===== src/sv/csq_pkg.sv =====
`timescale 1ns / 1ps
// ----------------------------------------------------------------------------
// csq_pkg: shared types and constants of the coalescing send queue
// Queue geometry, opcodes, word layouts and the controller/datapath
// command and status bundles.
// ----------------------------------------------------------------------------
package csq_pkg;

    localparam int DEPTH      = 16;
    localparam int IDX_W      = $clog2(DEPTH);
    localparam int CNT_W      = $clog2(DEPTH + 1);
    localparam int CFG_W      = 5;
    localparam int LIM_W      = (CNT_W > CFG_W) ? CNT_W : CFG_W;
    localparam int OPC_W      = 2;
    localparam int TYPE_W     = 8;
    localparam int PAY_W      = 16;
    localparam int QLEN_W     = 5;
    localparam int IN_DATA_W  = 32;
    localparam int OUT_DATA_W = 32;
    localparam int APB_ADDR_W = 3;
    localparam int APB_DATA_W = 32;

    localparam logic [CFG_W-1:0] MAX_ENTRIES_RESET = CFG_W'(10);

    localparam logic [OPC_W-1:0] OP_PUSH  = 2'd0;
    localparam logic [OPC_W-1:0] OP_POP   = 2'd1;
    localparam logic [OPC_W-1:0] OP_CLEAR = 2'd2;

    localparam logic REG_MAX_ENTRIES = 1'b0;

    typedef struct packed {
        logic latch;    // capture the input word
        logic scan;     // compare one entry against the pushed type
        logic exec;     // carry out the operation
        logic publish;  // load the result word
    } csq_cmd_t;

    typedef struct packed {
        logic need_scan;  // input word asks for a replace on a non-empty queue
        logic hit;        // scanned entry matches the pushed type
        logic scan_last;  // scanned entry is the youngest one
        logic slot_free;  // output register can take a new word
    } csq_sts_t;

endpackage


===== src/sv/csq_ctrl.sv =====
`timescale 1ns / 1ps
// ----------------------------------------------------------------------------
// csq_ctrl: sequencer of the coalescing send queue
// Accepts one word at a time, runs the same-type scan where needed, the
// update and the result load in turn.
// ----------------------------------------------------------------------------
module csq_ctrl
    import csq_pkg::*;
(
    input  logic     aclk,
    input  logic     aresetn,
    input  logic     in_valid,
    output logic     in_ready,
    input  csq_sts_t sts,
    output csq_cmd_t cmd
);

    localparam logic [1:0] ST_IDLE = 2'd0;
    localparam logic [1:0] ST_SCAN = 2'd1;
    localparam logic [1:0] ST_EXEC = 2'd2;
    localparam logic [1:0] ST_PUB  = 2'd3;

    logic [1:0] state_reg;
    logic [1:0] state_next;

    always_comb begin
        state_next  = state_reg;
        cmd         = '0;
        in_ready    = 1'b0;
        case (state_reg)
            ST_IDLE: begin
                in_ready  = 1'b1;
                cmd.latch = in_valid;
                if (in_valid) begin
                    state_next = sts.need_scan ? ST_SCAN : ST_EXEC;
                end
            end
            ST_SCAN: begin
                cmd.scan = 1'b1;
                if (sts.hit || sts.scan_last) begin
                    state_next = ST_EXEC;
                end
            end
            ST_EXEC: begin
                if (sts.slot_free) begin
                    cmd.exec   = 1'b1;
                    state_next = ST_PUB;
                end
            end
            ST_PUB: begin
                cmd.publish = 1'b1;
                state_next  = ST_IDLE;
            end
            default: begin
                state_next = ST_IDLE;
            end
        endcase
    end

    always_ff @(posedge aclk) begin
        if (!aresetn) begin
            state_reg <= ST_IDLE;
        end else begin
            state_reg <= state_next;
        end
    end

endmodule


===== src/sv/csq_datapath.sv =====
`timescale 1ns / 1ps
// ----------------------------------------------------------------------------
// csq_datapath: entry storage and result register of the send queue
// Entries are kept oldest first in a shift array; removal at any position
// shifts the younger entries down by one.
// ----------------------------------------------------------------------------
module csq_datapath
    import csq_pkg::*;
(
    input  logic                  aclk,
    input  logic                  aresetn,
    input  logic [IN_DATA_W-1:0]  in_data,
    input  logic [CFG_W-1:0]      max_entries,
    input  csq_cmd_t              cmd,
    output csq_sts_t              sts,
    output logic                  out_valid,
    input  logic                  out_ready,
    output logic [OUT_DATA_W-1:0] out_data
);

    logic [TYPE_W-1:0]     types_reg    [DEPTH];
    logic [TYPE_W-1:0]     types_next   [DEPTH];
    logic [PAY_W-1:0]      payloads_reg [DEPTH];
    logic [PAY_W-1:0]      payloads_next[DEPTH];
    logic [CNT_W-1:0]      count_reg;
    logic [CNT_W-1:0]      count_next;
    logic [IDX_W-1:0]      idx_reg;
    logic [OPC_W-1:0]      op_reg;
    logic [TYPE_W-1:0]     type_reg;
    logic [PAY_W-1:0]      payload_reg;
    logic                  idle_before_reg;
    logic                  ok_reg;
    logic                  start_reg;
    logic                  out_valid_reg;
    logic [OUT_DATA_W-1:0] out_data_reg;

    logic [OPC_W-1:0]  in_op;
    logic [TYPE_W-1:0] in_type;
    logic [PAY_W-1:0]  in_payload;
    logic              in_replace;
    logic [LIM_W-1:0]  limit;
    logic              push_full;
    logic              shift_en;
    logic [IDX_W-1:0]  shift_pos;
    logic              write_en;
    logic              head_valid;

    assign in_op      = in_data[OPC_W-1:0];
    assign in_type    = in_data[OPC_W +: TYPE_W];
    assign in_payload = in_data[OPC_W+TYPE_W +: PAY_W];
    assign in_replace = in_data[OPC_W+TYPE_W+PAY_W];

    // A limit above the storage depth behaves as the depth.
    assign limit = (LIM_W'(max_entries) > LIM_W'(DEPTH)) ? LIM_W'(DEPTH)
                                                           : LIM_W'(max_entries);
    assign push_full = (LIM_W'(count_reg) >= limit);

    assign sts.need_scan = (in_op == OP_PUSH) && in_replace && (count_reg != '0);
    assign sts.hit       = (types_reg[idx_reg] == type_reg);
    assign sts.scan_last = (CNT_W'(idx_reg) + CNT_W'(1) >= count_reg);
    assign sts.slot_free = !out_valid_reg || out_ready;

    always_comb begin
        shift_en   = 1'b0;
        shift_pos  = idx_reg;
        write_en   = 1'b0;
        count_next = count_reg;
        if (cmd.scan && sts.hit) begin
            shift_en   = 1'b1;
            count_next = count_reg - CNT_W'(1);
        end
        if (cmd.exec) begin
            case (op_reg)
                OP_PUSH: begin
                    if (!push_full) begin
                        write_en   = 1'b1;
                        count_next = count_reg + CNT_W'(1);
                    end
                end
                OP_POP: begin
                    if (count_reg != '0) begin
                        shift_en   = 1'b1;
                        shift_pos  = '0;
                        count_next = count_reg - CNT_W'(1);
                    end
                end
                OP_CLEAR: begin
                    count_next = '0;
                end
                default: begin
                    count_next = count_reg;
                end
            endcase
        end
    end

    always_comb begin
        for (int i = 0; i < DEPTH; i++) begin
            types_next[i]    = types_reg[i];
            payloads_next[i] = payloads_reg[i];
            if (shift_en && (IDX_W'(i) >= shift_pos) && (i < DEPTH - 1)) begin
                types_next[i]    = types_reg[(i + 1) % DEPTH];
                payloads_next[i] = payloads_reg[(i + 1) % DEPTH];
            end
            if (write_en && (count_reg[IDX_W-1:0] == IDX_W'(i))) begin
                types_next[i]    = type_reg;
                payloads_next[i] = payload_reg;
            end
        end
    end

    always_ff @(posedge aclk) begin
        for (int i = 0; i < DEPTH; i++) begin
            types_reg[i]    <= types_next[i];
            payloads_reg[i] <= payloads_next[i];
        end
        if (cmd.latch) begin
            op_reg          <= in_op;
            type_reg        <= in_type;
            payload_reg     <= in_payload;
            idle_before_reg <= !in_replace || (count_reg == '0);
        end
        if (cmd.latch) begin
            idx_reg <= '0;
        end else if (cmd.scan) begin
            idx_reg <= idx_reg + IDX_W'(1);
        end
        if (cmd.exec) begin
            ok_reg    <= !((op_reg == OP_PUSH) && push_full);
            start_reg <= (op_reg == OP_PUSH) && !push_full && (count_reg == '0)
                         && idle_before_reg;
        end
    end

    assign head_valid = (count_reg != '0);

    always_ff @(posedge aclk) begin
        if (!aresetn) begin
            count_reg     <= '0;
            out_valid_reg <= 1'b0;
        end else begin
            count_reg <= count_next;
            if (cmd.publish) begin
                out_valid_reg <= 1'b1;
            end else if (out_ready) begin
                out_valid_reg <= 1'b0;
            end
        end
    end

    always_ff @(posedge aclk) begin
        if (cmd.publish) begin
            out_data_reg <= {head_valid ? payloads_reg[0] : PAY_W'(0),
                             head_valid ? types_reg[0] : TYPE_W'(0),
                             head_valid,
                             start_reg,
                             QLEN_W'(count_reg),
                             ok_reg};
        end
    end

    assign out_valid = out_valid_reg;
    assign out_data  = out_data_reg;

endmodule


===== src/sv/coalescing_send_queue.sv =====
`timescale 1ns / 1ps
// ----------------------------------------------------------------------------
// coalescing_send_queue: bounded ordered send queue with replace by type
// Push, pop and clear words come in on the s_axis channel; each word yields
// exactly one result word on the m_axis channel.
// ----------------------------------------------------------------------------
// Usage:
//   Input word: opcode (push, pop head, clear), type tag, payload handle and
//   a replace flag that drops the oldest entry of the same type first.
//   Result word: success flag, queue length, start pulse and the head entry.
//   max_entries (APB address 0) sets the fill level at which pushes are
//   refused; write it only while the queue is idle.
//   After an input word is accepted, the same-type scan visits entries
//   (only for a push with replace on a non-empty queue, up to the queue
//   length, one entry per cycle), then the update and the result load follow.
//   The next input word is taken only once the result has been loaded.
//   Reset empties the queue and sets max_entries to 10.
//   The result sits in an output register; a stalled receiver does not
//   block the next input word, which waits in the update step until the
//   pending result has been taken.
// ----------------------------------------------------------------------------
module coalescing_send_queue
    import csq_pkg::*;
(
    input  logic                  aclk,
    input  logic                  aresetn,
    // opcode[1:0], item_type[9:2], payload[25:10], replace_same_type[26], zero fill
    input  logic [IN_DATA_W-1:0]  s_axis_tdata,
    input  logic                  s_axis_tvalid,
    output logic                  s_axis_tready,
    // ok[0], queue_length[5:1], start_sending[6], head_valid[7],
    // head_type[15:8], head_payload[31:16]
    output logic [OUT_DATA_W-1:0] m_axis_tdata,
    output logic                  m_axis_tvalid,
    input  logic                  m_axis_tready,
    input  logic                  psel,
    input  logic                  penable,
    input  logic                  pwrite,
    input  logic [APB_ADDR_W-1:0] paddr,
    input  logic [APB_DATA_W-1:0] pwdata,
    output logic [APB_DATA_W-1:0] prdata,
    output logic                  pready
);

    csq_cmd_t         cmd;
    csq_sts_t         sts;
    logic [CFG_W-1:0] max_entries_reg;
    logic             reg_sel;

    assign pready  = 1'b1;
    assign reg_sel = (paddr[APB_ADDR_W-1] == REG_MAX_ENTRIES);
    assign prdata  = reg_sel ? APB_DATA_W'(max_entries_reg) : '0;

    always_ff @(posedge aclk) begin
        if (!aresetn) begin
            max_entries_reg <= MAX_ENTRIES_RESET;
        end else if (psel && penable && pwrite && pready && reg_sel) begin
            max_entries_reg <= pwdata[CFG_W-1:0];
        end
    end

    csq_ctrl u_ctrl (
        .aclk     (aclk),
        .aresetn  (aresetn),
        .in_valid (s_axis_tvalid),
        .in_ready (s_axis_tready),
        .sts      (sts),
        .cmd      (cmd)
    );

    csq_datapath u_datapath (
        .aclk        (aclk),
        .aresetn     (aresetn),
        .in_data     (s_axis_tdata),
        .max_entries (max_entries_reg),
        .cmd         (cmd),
        .sts         (sts),
        .out_valid   (m_axis_tvalid),
        .out_ready   (m_axis_tready),
        .out_data    (m_axis_tdata)
    );

endmodule


===== config.mk =====
export PLATFORM = sky130hd
export DESIGN_NAME = coalescing_send_queue
export DESIGN_NICKNAME = d
export VERILOG_FILES = /design/src/sv/csq_pkg.sv /design/src/sv/csq_ctrl.sv /design/src/sv/csq_datapath.sv /design/src/sv/coalescing_send_queue.sv
export SDC_FILE = /design/constraint.sdc
export NUM_CORES = 1
export LEC_CHECK = 0
export BUFFER_PORTS_ARGS = -buffer_cell sky130_fd_sc_hd__buf_2
export CAP_MARGIN = 30
export CORE_UTILIZATION = 57
export DETAILED_ROUTE_END_ITERATION = 12
export GPL_TIMING_DRIVEN = 0
export PLACE_DENSITY = 0.76
export RECOVER_POWER = 50
export SYNTH_ARGS = -nofsm -noshare
export SYNTH_HDL_FRONTEND = slang
export SYNTH_SLANG_ARGS = --single-unit

===== constraint.sdc =====
create_clock -name aclk -period 5.5 [get_ports aclk]
set_clock_uncertainty 0.1 [all_clocks]
set_input_delay 0.275 -clock aclk [delete_from_list [all_inputs] [get_ports aclk]]
set_output_delay 0.275 -clock aclk [all_outputs]
set_load 0.02 [all_outputs]

[Word level (Yosys, flattened, before mapping)]
Memories as Yosys holds them, arrays and structs flattened. A register that Yosys moved wholly into a read port is not among the register bits.
Cells that the tools add are included.
Storage, ports and cells
  flip-flop bits (word level): 78
  bits in writable memories: 384
  bits of input ports: 74
  memories kept: 2
Operators by class
  $add $sub $neg: 4
  $lt $le $gt $ge: 18
  equality and inequality tests: 25
  multiplexer cells: 94
  bitwise gates (word level): 1
  reduce and logical (&&, ||, !) cells: 56
Memory list
  u_datapath.payloads_reg: words 16, width 16, read ports 16, clocked after memory_dff 0, write ports 16, line csq_datapath.sv:23  | logic [PAY_W-1:0] payloads_reg [DEPTH];
  u_datapath.types_reg: words 16, width 8, read ports 17, clocked after memory_dff 1, write ports 16, line csq_datapath.sv:21  | logic [TYPE_W-1:0] types_reg [DEPTH];
Operators by type and width (number)
  $mux W16: 31
  $mux W8: 31
  $logic_and A1 B1 Y1: 41
  $eq A4 B4 Y1 const B: 8
  $mux W5: 6
  $ge A4 B4 Y1 const A: 7
  $mux W4: 5
  $eq A4 B3 Y1 const B: 4
  $ge A3 B4 Y1 const A: 4
  $mux W1: 15
  $pmux W5 S3: 1
  $ge A5 B5 Y1: 2
  $eq A4 B2 Y1 const B: 2
  $eq A8 B8 Y1: 1
  $ge A1 B4 Y1 const A: 2
  $ge A2 B4 Y1 const A: 2
  $mux W2: 4
  $pmux W2 S4: 1
  $eq A2 B2 Y1 const B: 3
  $logic_not A2 Y1: 3
  $add A4 B1 Y5 const B: 1
  $add A5 B1 Y5 const B: 1
  $gt A5 B5 Y1 const B: 1
  $logic_not A5 Y1: 1
  14 further kinds: 21

[Logic depth before layout (Yosys ltp)]
  word-level depth: 10
  mapped depth: 13
  mapped depth without buffers: 11

[Cells and area by module]
Synthesis repeated with hierarchy kept, for this count alone.
Unflattened totals
  cells, all modules: 1351
  area, all modules: 21414.3 sq um
By module, submodules not included
  csq_datapath: instances 1, cells each 1270, area each 20718.6 sq um, sequential area each 13643.1 sq um
  coalescing_send_queue: instances 1, cells each 58, area each 484.2 sq um, sequential area each 100.1 sq um
  csq_ctrl: instances 1, cells each 23, area each 211.5 sq um, sequential area each 40.0 sq um

[Least setup slack after synthesis]
OpenSTA, ideal clock, no wires.
  path kind: register to register
  from: register (tool-made name)
  to: memory u_datapath.payloads_reg[0][0] (enable)
  setup time: 0.444 ns
  data arrival time: 4.307 ns
  setup slack: 0.649 ns
  cell stages (with the launch flop): 14
  path buffers: 5
  cell sequence: dfxtp_1 -> buf_6 -> buf_4 -> buf_2 -> mux4_2 -> mux2i_1 -> mux2i_1 -> xor2_1 -> nor4_2 -> and4_1 -> buf_4 -> nand2b_1 -> buf_2 -> o311ai_1
RTL lines (line)
  to (decl): csq_datapath.sv:23

==> run_results.csv <==
group,metric,value,unit
status,outcome,"complete, but fails checks",
status,failing_checks,"capacitance limit, slew limit",
layout,finish.utilization,66.9,%
floorplanning,placeable_core_area,36500,um2
sta,timing_hold_violations_final,0,
detailed_routing,routed-via-count,12189,
synthesis,post_synth.cell_area_avg,16.7,um2
cts,cts.path.max_buffers,3,
worst_setup_path,timing.critical_path.buf_inv,4,
grt,grt_max_degree,25,
detailed_routing,detail_route.vias_per_cell,6.11,
sta,fin_crit,4960,ps
floorplanning,number_of_i_o_pins,141,
detailed_routing,wirelength,50.9,mm
cts,cts-resized-gates,0,
floorplanning,die-height,195,um
grt,grt_remaining_overflow,0,
synthesis,synth-seq-cells,466,
place,hpwl_after_detailed_placement,33.2,mm
cts,cts-buffers-inserted,48,
min_path,timing.hold.worst.class,"in -> reg",
synthesis,netlist-cell-type-count,56,
worst_setup_path,cp_data_arrival_time,4870,ps
cts,clock_latency,590,ps
layout,antenna_cells_inserted,0,
synthesis,synth.largest_area_cell,"sky130_fd_sc_hd__edfxtp_1",
synthesis,synth-edff-count,445,
sta,finalMaxSlewViolations,25,
synthesis,post-synth-top-count-cell,"sky130_fd_sc_hd__edfxtp_1",
worst_setup_path,max_stage_delay,1060,ps
synthesis,synth-seq-area-share,65.2,%
detailed_routing,drt_first_pass_iters,6,
synthesis,synth_area_leaders,"sky130_fd_sc_hd__edfxtp_1 63%, sky130_fd_sc_hd__mux2_2 19%, sky130_fd_sc_hd__mux4_2 2.3%",
worst_setup_path,crit-reg2reg-capture,"u_datapath.payloads_reg[1][80]",
job,max_cap_violations,1,
sta,layout_worst_path_cycle_share,90.1,%
synthesis,post_synth_most_frequent_cells,"445 x sky130_fd_sc_hd__edfxtp_1, 360 x sky130_fd_sc_hd__mux2_2, 67 x sky130_fd_sc_hd__clkbuf_1",
synthesis,synth_largest_type_area_fraction,63.2,%
place,port_buffers,77,
grt,grtUsageTotal,27.3,%
layout,final_layout_size_suffix_gt1_share,36.3,%
synthesis,synthesis.area,21200,um2
worst_setup_path,critPathCaptureType,"flop",
power,max-vdd-ir-drop,0.248,mV
floorplanning,die_footprint,37900,um2
grt,antenna_violations_before_repair,0,
floorplanning,initial_core_util,57.9,%
place,dpl_cell_area,22800,um2
detailed_routing,detail_route.wl_per_cell,25.5,um
sta,final_setup_vio_count,0,
min_path,hold_start,"s_axis_tvalid",
layout,finish.net_count,1587,
detailed_routing,drt_iter0_drc,1249,
sta,rsz0062_at_grt,"no",
worst_setup_path,worst-r2r-setup-slack,540,ps
layout,layout.cell_area.non_filler,24400,um2
sta,final.setup.tns,0,ps
grt,grt_first_pass_wirelength,76.0,mm
worst_setup_path,path_cells,"inv_1 -> ha_1 -> nor4b_1 -> clkbuf_1 -> inv_1 -> nand3_1 -> clkbuf_1 -> nand3_2",
worst_setup_path,timing.critical_path.from_type,"flop",
power,leakagePower,8.52,nW
worst_setup_path,cpMaxStageDelayCell,"sky130_fd_sc_hd__nor4b_1",
power,power-per-cell-area,386,nW/um2
detailed_routing,remaining_drc_errors,0,
synthesis,post_syn_instances,1267,
worst_setup_path,timing.critical_path.max_delay_family,"simple AND/OR/NAND/NOR gates",
layout,area_growth,15.6,%
synthesis,synthFlopType,"sky130_fd_sc_hd__edfxtp_1",
cts,clock-sinks,466,
sta,fmaxAchievable,202,MHz
detailed_routing,ant_nets,0,
sta,hold_ws,64.0,ps
layout,fillers,2565,
sta,worst_pin_slew,1950,ps
synthesis,synth_async_sr_flop_share,0,%
worst_setup_path,crit_type,"reg -> reg",
worst_setup_path,worstPathMaxFanout,24,
min_path,worstHoldEndpoint,"u_ctrl.state_reg[0]",
worst_setup_path,rr_startpoint,"u_datapath.count_reg[1]",
floorplanning,row_cnt,70,
sta,max-slew-margin-rel,-29.7,%
place,place_congestion,0.905,
grt,first_global_vias,12277,
cts,cts-htree-levels,2,
worst_setup_path,worst-endpoint-required,5420,ps
layout,largest_register_ff_count,256,
floorplanning,floorplan.die.width,195,um
worst_setup_path,reg2reg_depth,8,
cts,clk_pin_slew,60,ps
cts,tritoncts,"yes",
min_path,min_path_cells,3,
synthesis,synthesis.yosys.warnings,0,
cts,root_buffer,"sky130_fd_sc_hd__clkbuf_16",
## cell families (layout without fill, tap and decap cells)
family	Yosys count	count (layout)	synth area share (%)
adders and majority gates	22	22	1.30
and+or+nand+nor	155	155	3.83
xor gates and xnor gates	15	15	0.621
buffers and inverters	127	360	2.93
DFF	466	466	65.2
other	2	28	0.0355
muxes	419	419	24.1
AOI/OAI and AO/OA	61	61	2.03
## report_power, final
group          internal, mW  switching [mW]  leakage (nW)
Sequential             4.39           0.186          4.20
Clock                  1.75            1.35         0.725
Combinational         0.631            1.12          3.59
Total                  6.78            2.65          8.52
## layout make-up
| class | instances | area, um2 | share of cell area (%) |
|---|---|---|---|
| sequential | 466 | 13800 | 56.4 |
| multi-input combinational | 700 | 6910 | 28.3 |
| inverter | 15 | 56.3 | 0.230 |
| buffer | 112 | 563 | 2.30 |
| tap | 468 | 586 | 2.40 |
| timing repair buffer | 148 | 1070 | 4.36 |
| clock inverter | 21 | 135 | 0.553 |
| clock buffer | 64 | 1340 | 5.50 |
## cell usage in the layout, fill, tap and decap left out, drive strengths merged, types with 6 or more instances in the layout
cell type    count
edfxtp         445
mux2           360
clkbuf         179
buf            110
nand2           42
dlygate4sd3     35
nor2b           34
mux4            33
conb            28
mux2i           26
nor2            22
ha              22
dfxtp           21
clkinv          19
nand3           16
inv             15
o21ai           15
xor2            11
a21oi           10
and2             9
o211ai           8
nor3             6
## tightest hold or removal path, stage by stage
cell	delay [ps]
sky130_fd_sc_hd__buf_2	90
sky130_fd_sc_hd__o221ai_1	160
sky130_fd_sc_hd__mux2i_1	160
## layer usage
layer	share of wire, %	GRT usage (%)
met1	40	36.5
met5	0	0
met4	3.3	9.49
met3	7.9	4.36
met2	48	45.6
## worst max path at each step
stage	from	to	slack, ps	depth (start not counted)
after global placement	flop	u_datapath.payloads_reg[0][35]	-2500	13
final	u_datapath.count_reg[1]	u_datapath.payloads_reg[1][80]	540	8
after floorplan	flop	u_datapath.payloads_reg[0][0]	650	13
after CTS	u_datapath.count_reg[0]	u_datapath.payloads_reg[1][95]	620	12
after global routing	u_datapath.count_reg[1]	u_datapath.payloads_reg[1][95]	330	8
after detailed placement	u_datapath.count_reg[0]	u_datapath.payloads_reg[0][48]	700	14
## timing repair
| action | in CTS | in global routing |
|---|---|---|
| setup buffers | 0 | 0 |
| endpoints found under the hold margin | 33 | 0 |
| hold buffers | 35 | 0 |
## metrics by stage
step	std cells	worst slack (ps)	power [mW]
CTS	1993	622	9.49
global route	1994	328	9.73
global placement	1838	-2500	6.23
floorplan	1293	649	5.66
finish	1994	545	9.42
detailed placement	1873	702	6.39
No activity file was read; power rests on OpenSTA's default activity.
